==> config.mk <==
export PLATFORM = sky130hd
export DESIGN_NAME = gaussian_blur_5x5_gray_unit
export DESIGN_NICKNAME = d
export VERILOG_FILES = /design/src/gb5_pkg.sv /design/src/gb5_front.sv /design/src/gb5_queue.sv /design/src/gb5_back.sv /design/src/gaussian_blur_5x5_gray_unit.sv
export SDC_FILE = /design/constraint.sdc
export NUM_CORES = 1
export LEC_CHECK = 0
export ABC_AREA = 1
export BUFFER_PORTS_ARGS = -buffer_cell sky130_fd_sc_hd__clkbuf_2
export CAP_MARGIN = 20
export CORE_AREA = 3 3 269 271
export DETAILED_ROUTE_END_ITERATION = 8
export DIE_AREA = 0 0 272 274
export PLACE_DENSITY_LB_ADDON = 0.05
export SLEW_MARGIN = 20
export SYNTH_ARGS = -nofsm -noshare
export SYNTH_HDL_FRONTEND = slang
export SYNTH_SLANG_ARGS = --single-unit
==> constraint.sdc <==
create_clock -name clk -period 8.3 [get_ports clk]
set_input_delay 1.245 -clock clk [delete_from_list [all_inputs] [get_ports clk]]
set_output_delay 1.245 -clock clk [all_outputs]
set_load 0.02 [all_outputs]
==> src/gb5_pkg.sv <==
`default_nettype none

package gb5_pkg;

  // Pixel and window geometry
  localparam int unsigned PIX_W       = 8;
  localparam int unsigned GROUP_LEN   = 5;
  localparam int unsigned ROWS        = 5;
  localparam int unsigned COUNT_W     = 3;
  localparam logic [COUNT_W-1:0] GROUP_LAST = COUNT_W'(GROUP_LEN - 1);

  // Gray conversion: floor(s / 3) = (s * 683) >> 11 for s <= 765
  localparam int unsigned CSUM_W      = 10;
  localparam int unsigned DIV3_SHIFT  = 11;
  localparam logic [CSUM_W-1:0] DIV3_MUL = CSUM_W'(683);
  localparam int unsigned DIV3_PROD_W = 2 * CSUM_W;

  // Kernel weights, row-major, sum 273
  localparam int unsigned WEIGHT_W = 6;
  localparam logic [WEIGHT_W-1:0] KERNEL [ROWS*GROUP_LEN] = '{
    6'd1,  6'd4,  6'd7,  6'd4,  6'd1,
    6'd4,  6'd16, 6'd26, 6'd16, 6'd4,
    6'd7,  6'd26, 6'd41, 6'd26, 6'd7,
    6'd4,  6'd16, 6'd26, 6'd16, 6'd4,
    6'd1,  6'd4,  6'd7,  6'd4,  6'd1
  };

  // Sum widths: one row stays below 2^15, the window below 2^17
  localparam int unsigned ROWSUM_W = 15;
  localparam int unsigned TOTAL_W  = 17;

  // floor(x / 273) = (x * 122911) >> 25 for x <= 69615
  localparam int unsigned DIV273_SHIFT  = 25;
  localparam logic [TOTAL_W-1:0] DIV273_MUL = TOTAL_W'(122911);
  localparam int unsigned DIV273_PROD_W = 2 * TOTAL_W;

  // Queue between front and back
  localparam int unsigned QUEUE_DEPTH = 2;
  localparam int unsigned QUEUE_PTR_W = $clog2(QUEUE_DEPTH);
  localparam int unsigned QUEUE_CNT_W = $clog2(QUEUE_DEPTH + 1);

  // One finished group of five gray pixels, index = column
  typedef logic [GROUP_LEN-1:0][PIX_W-1:0] group_t;

  typedef struct packed {
    logic full;
    logic empty;
  } queue_status_t;

endpackage

`default_nettype wire

==> src/gb5_front.sv <==
`default_nettype none

module gb5_front (
  input  wire logic                  clk,
  input  wire logic                  rst,
  input  wire logic                  in_valid,
  output logic                       in_stall,
  input  wire logic [7:0]            red,
  input  wire logic [7:0]            green,
  input  wire logic [7:0]            blue,
  input  wire gb5_pkg::queue_status_t q_status,
  output logic                       push,
  output gb5_pkg::group_t            push_data
);

  logic [gb5_pkg::COUNT_W-1:0]       group_count;
  logic [gb5_pkg::GROUP_LEN-2:0][gb5_pkg::PIX_W-1:0] gray_buf;
  logic [gb5_pkg::CSUM_W-1:0]        chan_sum;
  logic [gb5_pkg::DIV3_PROD_W-1:0]   div3_prod;
  logic [gb5_pkg::PIX_W-1:0]         gray;
  logic                              accept;
  logic                              last;

  // Convert to gray with a reciprocal multiply
  assign chan_sum  = gb5_pkg::CSUM_W'(red) + gb5_pkg::CSUM_W'(green)
                   + gb5_pkg::CSUM_W'(blue);
  assign div3_prod = gb5_pkg::DIV3_PROD_W'(chan_sum)
                   * gb5_pkg::DIV3_PROD_W'(gb5_pkg::DIV3_MUL);
  assign gray      = div3_prod[gb5_pkg::DIV3_SHIFT +: gb5_pkg::PIX_W];

  // Hold only the last beat of a group when the queue is full
  assign last     = (group_count == gb5_pkg::GROUP_LAST);
  assign in_stall = last && q_status.full;
  assign accept   = in_valid && !in_stall;

  // Push the finished group on its last beat
  assign push = accept && last;
  always_comb begin
    for (int i = 0; i < gb5_pkg::GROUP_LEN - 1; i++) begin
      push_data[i] = gray_buf[i];
    end
    push_data[gb5_pkg::GROUP_LEN-1] = gray;
  end

  // Collect gray pixels and advance the group count
  always_ff @(posedge clk) begin
    if (rst) begin
      group_count <= '0;
    end else if (accept) begin
      if (last) begin
        group_count <= '0;
      end else begin
        group_count <= group_count + gb5_pkg::COUNT_W'(1);
      end
    end
  end

  always_ff @(posedge clk) begin
    if (accept && !last) begin
      gray_buf[group_count[gb5_pkg::COUNT_W-2:0]] <= gray;
    end
  end

  a_stall_only_on_last: assert property (@(posedge clk) disable iff (rst)
    in_stall |-> group_count == gb5_pkg::GROUP_LAST)
    else $error("front stalls outside the last beat of a group");

  a_count_range: assert property (@(posedge clk) disable iff (rst)
    group_count <= gb5_pkg::GROUP_LAST)
    else $error("group count out of range");

endmodule

`default_nettype wire

==> src/gb5_queue.sv <==
`default_nettype none

module gb5_queue (
  input  wire logic                   clk,
  input  wire logic                   rst,
  input  wire logic                   push,
  input  wire gb5_pkg::group_t        push_data,
  input  wire logic                   pop,
  output gb5_pkg::group_t             pop_data,
  output gb5_pkg::queue_status_t      status
);

  gb5_pkg::group_t                    slots [gb5_pkg::QUEUE_DEPTH];
  logic [gb5_pkg::QUEUE_PTR_W-1:0]    wr_ptr;
  logic [gb5_pkg::QUEUE_PTR_W-1:0]    rd_ptr;
  logic [gb5_pkg::QUEUE_CNT_W-1:0]    count;

  assign status.full  = (count == gb5_pkg::QUEUE_CNT_W'(gb5_pkg::QUEUE_DEPTH));
  assign status.empty = (count == '0);
  assign pop_data     = slots[rd_ptr];

  function automatic logic [gb5_pkg::QUEUE_PTR_W-1:0] ptr_inc(
    input logic [gb5_pkg::QUEUE_PTR_W-1:0] ptr
  );
    if (ptr == gb5_pkg::QUEUE_PTR_W'(gb5_pkg::QUEUE_DEPTH - 1)) begin
      return '0;
    end
    return ptr + gb5_pkg::QUEUE_PTR_W'(1);
  endfunction

  // Advance pointers and occupancy
  always_ff @(posedge clk) begin
    if (rst) begin
      wr_ptr <= '0;
      rd_ptr <= '0;
      count  <= '0;
    end else begin
      if (push) begin
        wr_ptr <= ptr_inc(wr_ptr);
      end
      if (pop) begin
        rd_ptr <= ptr_inc(rd_ptr);
      end
      unique case ({push, pop})
        2'b10:   count <= count + gb5_pkg::QUEUE_CNT_W'(1);
        2'b01:   count <= count - gb5_pkg::QUEUE_CNT_W'(1);
        default: count <= count;
      endcase
    end
  end

  always_ff @(posedge clk) begin
    if (push) begin
      slots[wr_ptr] <= push_data;
    end
  end

  a_no_overflow: assert property (@(posedge clk) disable iff (rst)
    !(push && status.full))
    else $error("push into full queue");

  a_no_underflow: assert property (@(posedge clk) disable iff (rst)
    !(pop && status.empty))
    else $error("pop from empty queue");

endmodule

`default_nettype wire

==> src/gb5_back.sv <==
`default_nettype none

module gb5_back (
  input  wire logic                   clk,
  input  wire logic                   rst,
  input  wire gb5_pkg::queue_status_t q_status,
  input  wire gb5_pkg::group_t        pop_data,
  output logic                        pop,
  output logic                        out_valid,
  input  wire logic                   out_stall,
  output logic [7:0]                  blurred
);

  gb5_pkg::group_t                    win [gb5_pkg::ROWS];
  logic [gb5_pkg::ROWSUM_W-1:0]       row_sum [gb5_pkg::ROWS];
  logic [gb5_pkg::ROWSUM_W-1:0]       row_sum_next [gb5_pkg::ROWS];
  logic [gb5_pkg::TOTAL_W-1:0]        total;
  logic [gb5_pkg::TOTAL_W-1:0]        total_next;
  logic [gb5_pkg::DIV273_PROD_W-1:0]  div_prod;
  logic                               win_valid;
  logic                               row_valid;
  logic                               total_valid;
  logic                               advance;

  // Move the whole pipe whenever the output register can take a beat
  assign advance = !out_valid || !out_stall;
  assign pop     = advance && !q_status.empty;

  // Shift the window up one row and load the new group at the bottom
  always_ff @(posedge clk) begin
    if (rst) begin
      for (int r = 0; r < gb5_pkg::ROWS; r++) begin
        win[r] <= '0;
      end
    end else if (pop) begin
      for (int r = 0; r < gb5_pkg::ROWS - 1; r++) begin
        win[r] <= win[r+1];
      end
      win[gb5_pkg::ROWS-1] <= pop_data;
    end
  end

  // Weight each row with constant coefficients
  always_comb begin
    for (int r = 0; r < gb5_pkg::ROWS; r++) begin
      row_sum_next[r] = '0;
      for (int c = 0; c < gb5_pkg::GROUP_LEN; c++) begin
        row_sum_next[r] = row_sum_next[r]
          + gb5_pkg::ROWSUM_W'(win[r][c])
          * gb5_pkg::ROWSUM_W'(gb5_pkg::KERNEL[r*gb5_pkg::GROUP_LEN + c]);
      end
    end
  end

  // Add the row sums
  always_comb begin
    total_next = '0;
    for (int r = 0; r < gb5_pkg::ROWS; r++) begin
      total_next = total_next + gb5_pkg::TOTAL_W'(row_sum[r]);
    end
  end

  // Divide by 273 with a reciprocal multiply
  assign div_prod = gb5_pkg::DIV273_PROD_W'(total)
                  * gb5_pkg::DIV273_PROD_W'(gb5_pkg::DIV273_MUL);

  // Advance stage valids
  always_ff @(posedge clk) begin
    if (rst) begin
      win_valid   <= 1'b0;
      row_valid   <= 1'b0;
      total_valid <= 1'b0;
      out_valid   <= 1'b0;
    end else if (advance) begin
      win_valid   <= pop;
      row_valid   <= win_valid;
      total_valid <= row_valid;
      out_valid   <= total_valid;
    end
  end

  // Advance stage payloads
  always_ff @(posedge clk) begin
    if (advance) begin
      for (int r = 0; r < gb5_pkg::ROWS; r++) begin
        row_sum[r] <= row_sum_next[r];
      end
      total   <= total_next;
      blurred <= div_prod[gb5_pkg::DIV273_SHIFT +: 8];
    end
  end

  a_result_follows: assert property (@(posedge clk) disable iff (rst)
    total_valid && advance |=> out_valid)
    else $error("finished sum did not reach the output register");

endmodule

`default_nettype wire

==> src/gaussian_blur_5x5_gray_unit.sv <==
// Channel  Direction  Handshake              Payload
// pixel    in         in_valid / in_stall    red, green, blue (8 bits each)
// result   out        out_valid / out_stall  blurred (8 bits)
//
// One pixel is taken per cycle while in_stall is low; every fifth pixel yields one result.
// After the fifth pixel of its group is taken, a result passes the registered steps
// queue read, row weighting, row add and divide by 273, in that order.
// in_stall rises only on the fifth pixel of a group while the two-entry group
// queue is full; out_stall with out_valid high freezes the whole back pipeline.
// Synchronous reset clears the window to zero, the group count, the queue and the stage valids.
`default_nettype none

module gaussian_blur_5x5_gray_unit (
  input  wire logic       clk,
  input  wire logic       rst,
  input  wire logic       in_valid,
  output logic            in_stall,
  input  wire logic [7:0] red,
  input  wire logic [7:0] green,
  input  wire logic [7:0] blue,
  output logic            out_valid,
  input  wire logic       out_stall,
  output logic [7:0]      blurred
);

  gb5_pkg::queue_status_t q_status;
  gb5_pkg::group_t        push_data;
  gb5_pkg::group_t        pop_data;
  logic                   push;
  logic                   pop;

  gb5_front u_front (
    .clk       (clk),
    .rst       (rst),
    .in_valid  (in_valid),
    .in_stall  (in_stall),
    .red       (red),
    .green     (green),
    .blue      (blue),
    .q_status  (q_status),
    .push      (push),
    .push_data (push_data)
  );

  gb5_queue u_queue (
    .clk       (clk),
    .rst       (rst),
    .push      (push),
    .push_data (push_data),
    .pop       (pop),
    .pop_data  (pop_data),
    .status    (q_status)
  );

  gb5_back u_back (
    .clk       (clk),
    .rst       (rst),
    .q_status  (q_status),
    .pop_data  (pop_data),
    .pop       (pop),
    .out_valid (out_valid),
    .out_stall (out_stall),
    .blurred   (blurred)
  );

endmodule

`default_nettype wire

[Word-level counts from Yosys, hierarchy flattened]
Memories as Yosys holds them, arrays and structs flattened. A register that Yosys moved wholly into a read port is not among the register bits.
Cells that the tools add are included.
Word-level totals
  bits of input ports: 28
  RAM bits: 355
  memories kept: 3
  bits in registers: 68
  output and inout port bits: 10
  logic and storage cells: 115
Memories
  u_back.win: depth 5, width 40, read ports 5, clocked after memory_dff 0, write ports 5, line gb5_back.sv:14  | gb5_pkg::group_t win [gb5_pkg::ROWS];
  u_queue.slots: depth 2, width 40, read ports 1, clocked after memory_dff 1, write ports 1, line gb5_queue.sv:13  | gb5_pkg::group_t slots [gb5_pkg::QUEUE_DEPTH];
  u_back.row_sum: depth 5, width 15, read ports 5, clocked after memory_dff 0, write ports 5, line gb5_back.sv:15  | logic [gb5_pkg::ROWSUM_W-1:0] row_sum [gb5_pkg::ROWS];
Operators by class
  mux-type cells: 31
  bitwise logic cells: 5
  reductions and logical operators: 14
  magnitude comparators: 2
  multiply operators: 11
  $add $sub $neg: 31
  eq/ne operators: 4
Operator list (count)
  $mux 40: 5
  $add 15x10->15: 4
  $add 17x15->17: 3
  $mul 8x4->12 const B: 4
  $add 15x11->15: 3
  $add 15x13->15: 3
  $mul 8x3->11 const B: 4
  $mul 17x17->33 const B: 1
  $bwmux 32: 1
  $add 15x12->15: 2
  $add 15x8->15: 2
  $add 10x12->13: 2
  $add 8x10->11: 2
  $mux 1: 21
  $mul 10x10->19 const B: 1
  $add 15x15->16: 1
  $demux 8 s2: 1
  $add 15x14->15: 1
  $add 11x13->14: 1
  $mul 8x6->14 const B: 1
  $add 10x8->10: 1
  $add 8x8->9: 1
  $mux 8: 1
  $logic_and 1x1->1: 6
  other kinds (16): 26

[Depth between registers and ports, before layout]
  depth in word-level cells: 8
  gate-level depth with buffers: 32
  gate-level depth less buffers: 32

[By module]
Synthesis repeated with hierarchy kept, for this count alone.
Unflattened totals
  cell total of the unflattened synthesis: 3076
  area, all modules: 33323.2 sq um
Modules (own cells, without submodules)
  gb5_back: area each 26610.5 sq um, cells an instance 2540, times used 1, sequential area each 8908.5 sq um
  gb5_front: area each 3589.7 sq um, cells an instance 379, times used 1, sequential area each 1021.0 sq um
  gb5_queue: area each 3123.0 sq um, cells an instance 157, times used 1, sequential area each 2502.4 sq um

[Worst setup path after synthesis]
OpenSTA, ideal clock, no wires.
  path type: input -> register
  start: input port out_stall
  end: memory u_back.win[0][0] (netlist bit) (enable)
  data required time: 7.731 ns
  setup time: 0.569 ns
  arrival: 7.144 ns
  cell stages on the path: 5
  buffers on the path: 0
  path slack: 0.587 ns
  cell sequence: nand2_2 > inv_2 > a21oi_4 > inv_1 > nand2_1
RTL lines
  start: declaration: line gaussian_blur_5x5_gray_unit.sv:22  | input wire logic out_stall,
  end: declaration: line gb5_back.sv:14

==> impl_metrics.ini <==
[die]
die_area_mm2 = 0.07453
num_rows = 97
die_height_um = 274
core_mm2 = 0.07003
die_width_um = 272
pin_count = 38
start_util = 0.4985

[worst_setup_path]
crit_slowest_cell = fa_1
crit_family = adder cells
critical_path_arrival_ns = 7.38
cp_max_fo = 6
cp-end-kind = flop
critPathRequiredTime_ns = 8.61
worst_path_largest_cell_delay_ns = 0.51
crit_buf_inv = 6
cp-start-kind = primary input
critPathKind = in2reg

[synthesis]
syn-num-nets = 4331
synth_area_leaders = edfxtp_1 (35%), fa_1 (17%), ha_1 (17%)
syn_inst = 3534
synth_largest_area_cell = edfxtp_1
ys_ff_latch = 418
synth_area_mm2 = 0.03491
yosys-top-cells-count = inv_1 (911), ha_1 (465), nand2_1 (456)
synth_edf_count = 406
synth_area_per_cell_um2 = 9.878
synth_top_area_frac = 0.3492
async_reset_ff_frac = 0
synth_cell_types = 48
synth_seq_area_share = 0.3561
synth_ff_type = edfxtp_1
yosys_warnings = 0
synth_most_common_cell = inv_1

[cts]
cts_resized = 0
clk_latency_ns = 0.64
clk_pin_slew_worst_paths_ns = 0.06
cts_tree = done
cts_root_buf = clkbuf_16
htreeDepth = 2
hold_buffers = 0
cts_max_path_buffers = 3
post_cts_buffers = 0
cts.sinks = 418
numCtsBuffers = 50

[outcome]
status = completed

[route]
vias_per_cell = 4.989
ant_nets = 0
route.detailed.drc = 0
drtIter0Drc = 1081
vias = 22840
drt_wl_total_mm = 77.64
drtPass1Iterations = 6
wire_per_inst_um = 16.96

[global_route]
grt_max_degree = 169
antenna_found_initial = 2
grt_overflow_total = 0
grt_pass1_vias = 23550
grt_use_total = 0.2137
grt_pass1_wl_mm = 125.8

[timing]
fin_worst_skew_ns = 0.07849
timing_worst_slew_pin_value_ns = 1.035
min_period_ns = 7.073
rsz0062_at_grt = no
hold_viol = 0
tns_ns = 0
fin_crit_sh = 0.8522
setup_viol = 0
slew_headroom = 0.3099
fmax_mhz = 141.4
slew_violations = 0

[final_layout]
diodes = 0
nets = 4397
syn2layout_area_growth_pct = 8.437
layout-drive-gt1-share = 0.04342

[worst_hold_path]
hold_class = reg2reg

[placed_design]
dp_hpwl_mm = 63.95
gp_congestion = 0.8837
io_buffers = 37

[flow_run]
cap_violations = 0
==> per-stage QoR <==
stage / setup WS, ns / area (µm²) / utilization / hold slack (ns) / cells
after global routing: 0.8025 / 37860 / 0.5406 / 0.3935 / 4579
after global placement: 0.6740 / 36190 / 0.5167 / 0.4226 / 4488
after CTS: 1.158 / 37860 / 0.5406 / 0.3937 / 4579
after floorplan: 0.5868 / 34910 / - / 0.4215 / 3534
final: 1.227 / 37860 / 0.5406 / 0.4010 / 4579
after detailed placement: 0.5519 / 36190 / 0.5168 / 0.4290 / 4488
==> cell families after synthesis <==
| group | synth area share |
|---|---|
| AO/OA/AOI/OAI | 0.05946 |
| XOR/XNOR | 0.03588 |
| adder cells (fa/ha/maj) | 0.3410 |
| buffers and inverters | 0.1041 |
| flip-flops | 0.3561 |
| AND/OR/NAND/NOR | 0.1035 |
==> routing by layer <==
| metal | part of all wire | routed length (µm) | vias to the layer above | track usage |
|---|---|---|---|---|
| met2 | 0.49 | 37950 | 298 | 0.3684 |
| met1 | 0.46 | 35850 | 11110 | 0.2912 |
| met3 | 0.028 | 2162 | 96 | 0.02380 |
| li1 | - | - | 11340 | - |
| met4 | 0.022 | 1677 | 0 | 0.04999 |
| met5 | 0 | 0 | - | 0 |
==> state kept, by name (all words and copies together) (netlist names), named ones only <==
signal / flops
u_back.blurred: 8
u_back.out_valid: 1
u_back.row_sum: 69
u_back.row_valid: 1
u_back.total: 17
u_back.total_valid: 1
u_back.win: 200
u_back.win_valid: 1
u_front.group_count: 3
u_front.push_data: 32
u_queue.count: 2
u_queue.rd_ptr: 1
u_queue.slots: 80
u_queue.wr_ptr: 1
==> layout by cell type, fill, tap and decap left out, types with 8 or more instances in the layout <==
cell type,synthesis,routed
clkinv_1,1,8
a21oi_2,10,10
nor4_1,9,9
ha_1,465,465
nand4_1,23,23
a21o_1,9,9
fa_1,304,304
xor2_1,91,91
nor2_1,274,271
clkbuf_16,0,50
nand2_1,456,455
inv_1,911,911
nand3_1,90,90
a21oi_1,223,223
o211ai_1,8,8
xnor2_1,52,52
o21ai_0,68,68
o21bai_1,15,15
clkbuf_2,0,37
nor3_1,16,16
dfxtp_1,12,12
edfxtp_1,406,406
==> area by class of cell <==
cell class / count / area [µm²]
inverters: 915 / 3435
well taps: 940 / 1176
clock buffers: 56 / 1274
repair buffers: 45 / 257.7
fillers: 6424 / 32170
clock inverters: 35 / 392.9
flip-flops and latches: 418 / 12430
multi-input cells: 2170 / 18890
==> final timing paths <==
path                         startpoint               endpoint  slack [ns]  cells after the start
setup / recovery                 red[2]   u_queue.slots[0][37]        1.23                     28
hold / removal    u_front.push_data[18]   u_queue.slots[1][18]        0.40                      0
setup reg to reg      u_back.win[0][90]  u_back.row_sum[0][44]        1.61                     28
hold reg to reg   u_front.push_data[18]   u_queue.slots[1][18]        0.40                      0
Power is left out: the tool's default activity adds up to more than one toggle a clock period on the data nets, which glitch-free logic cannot reach.
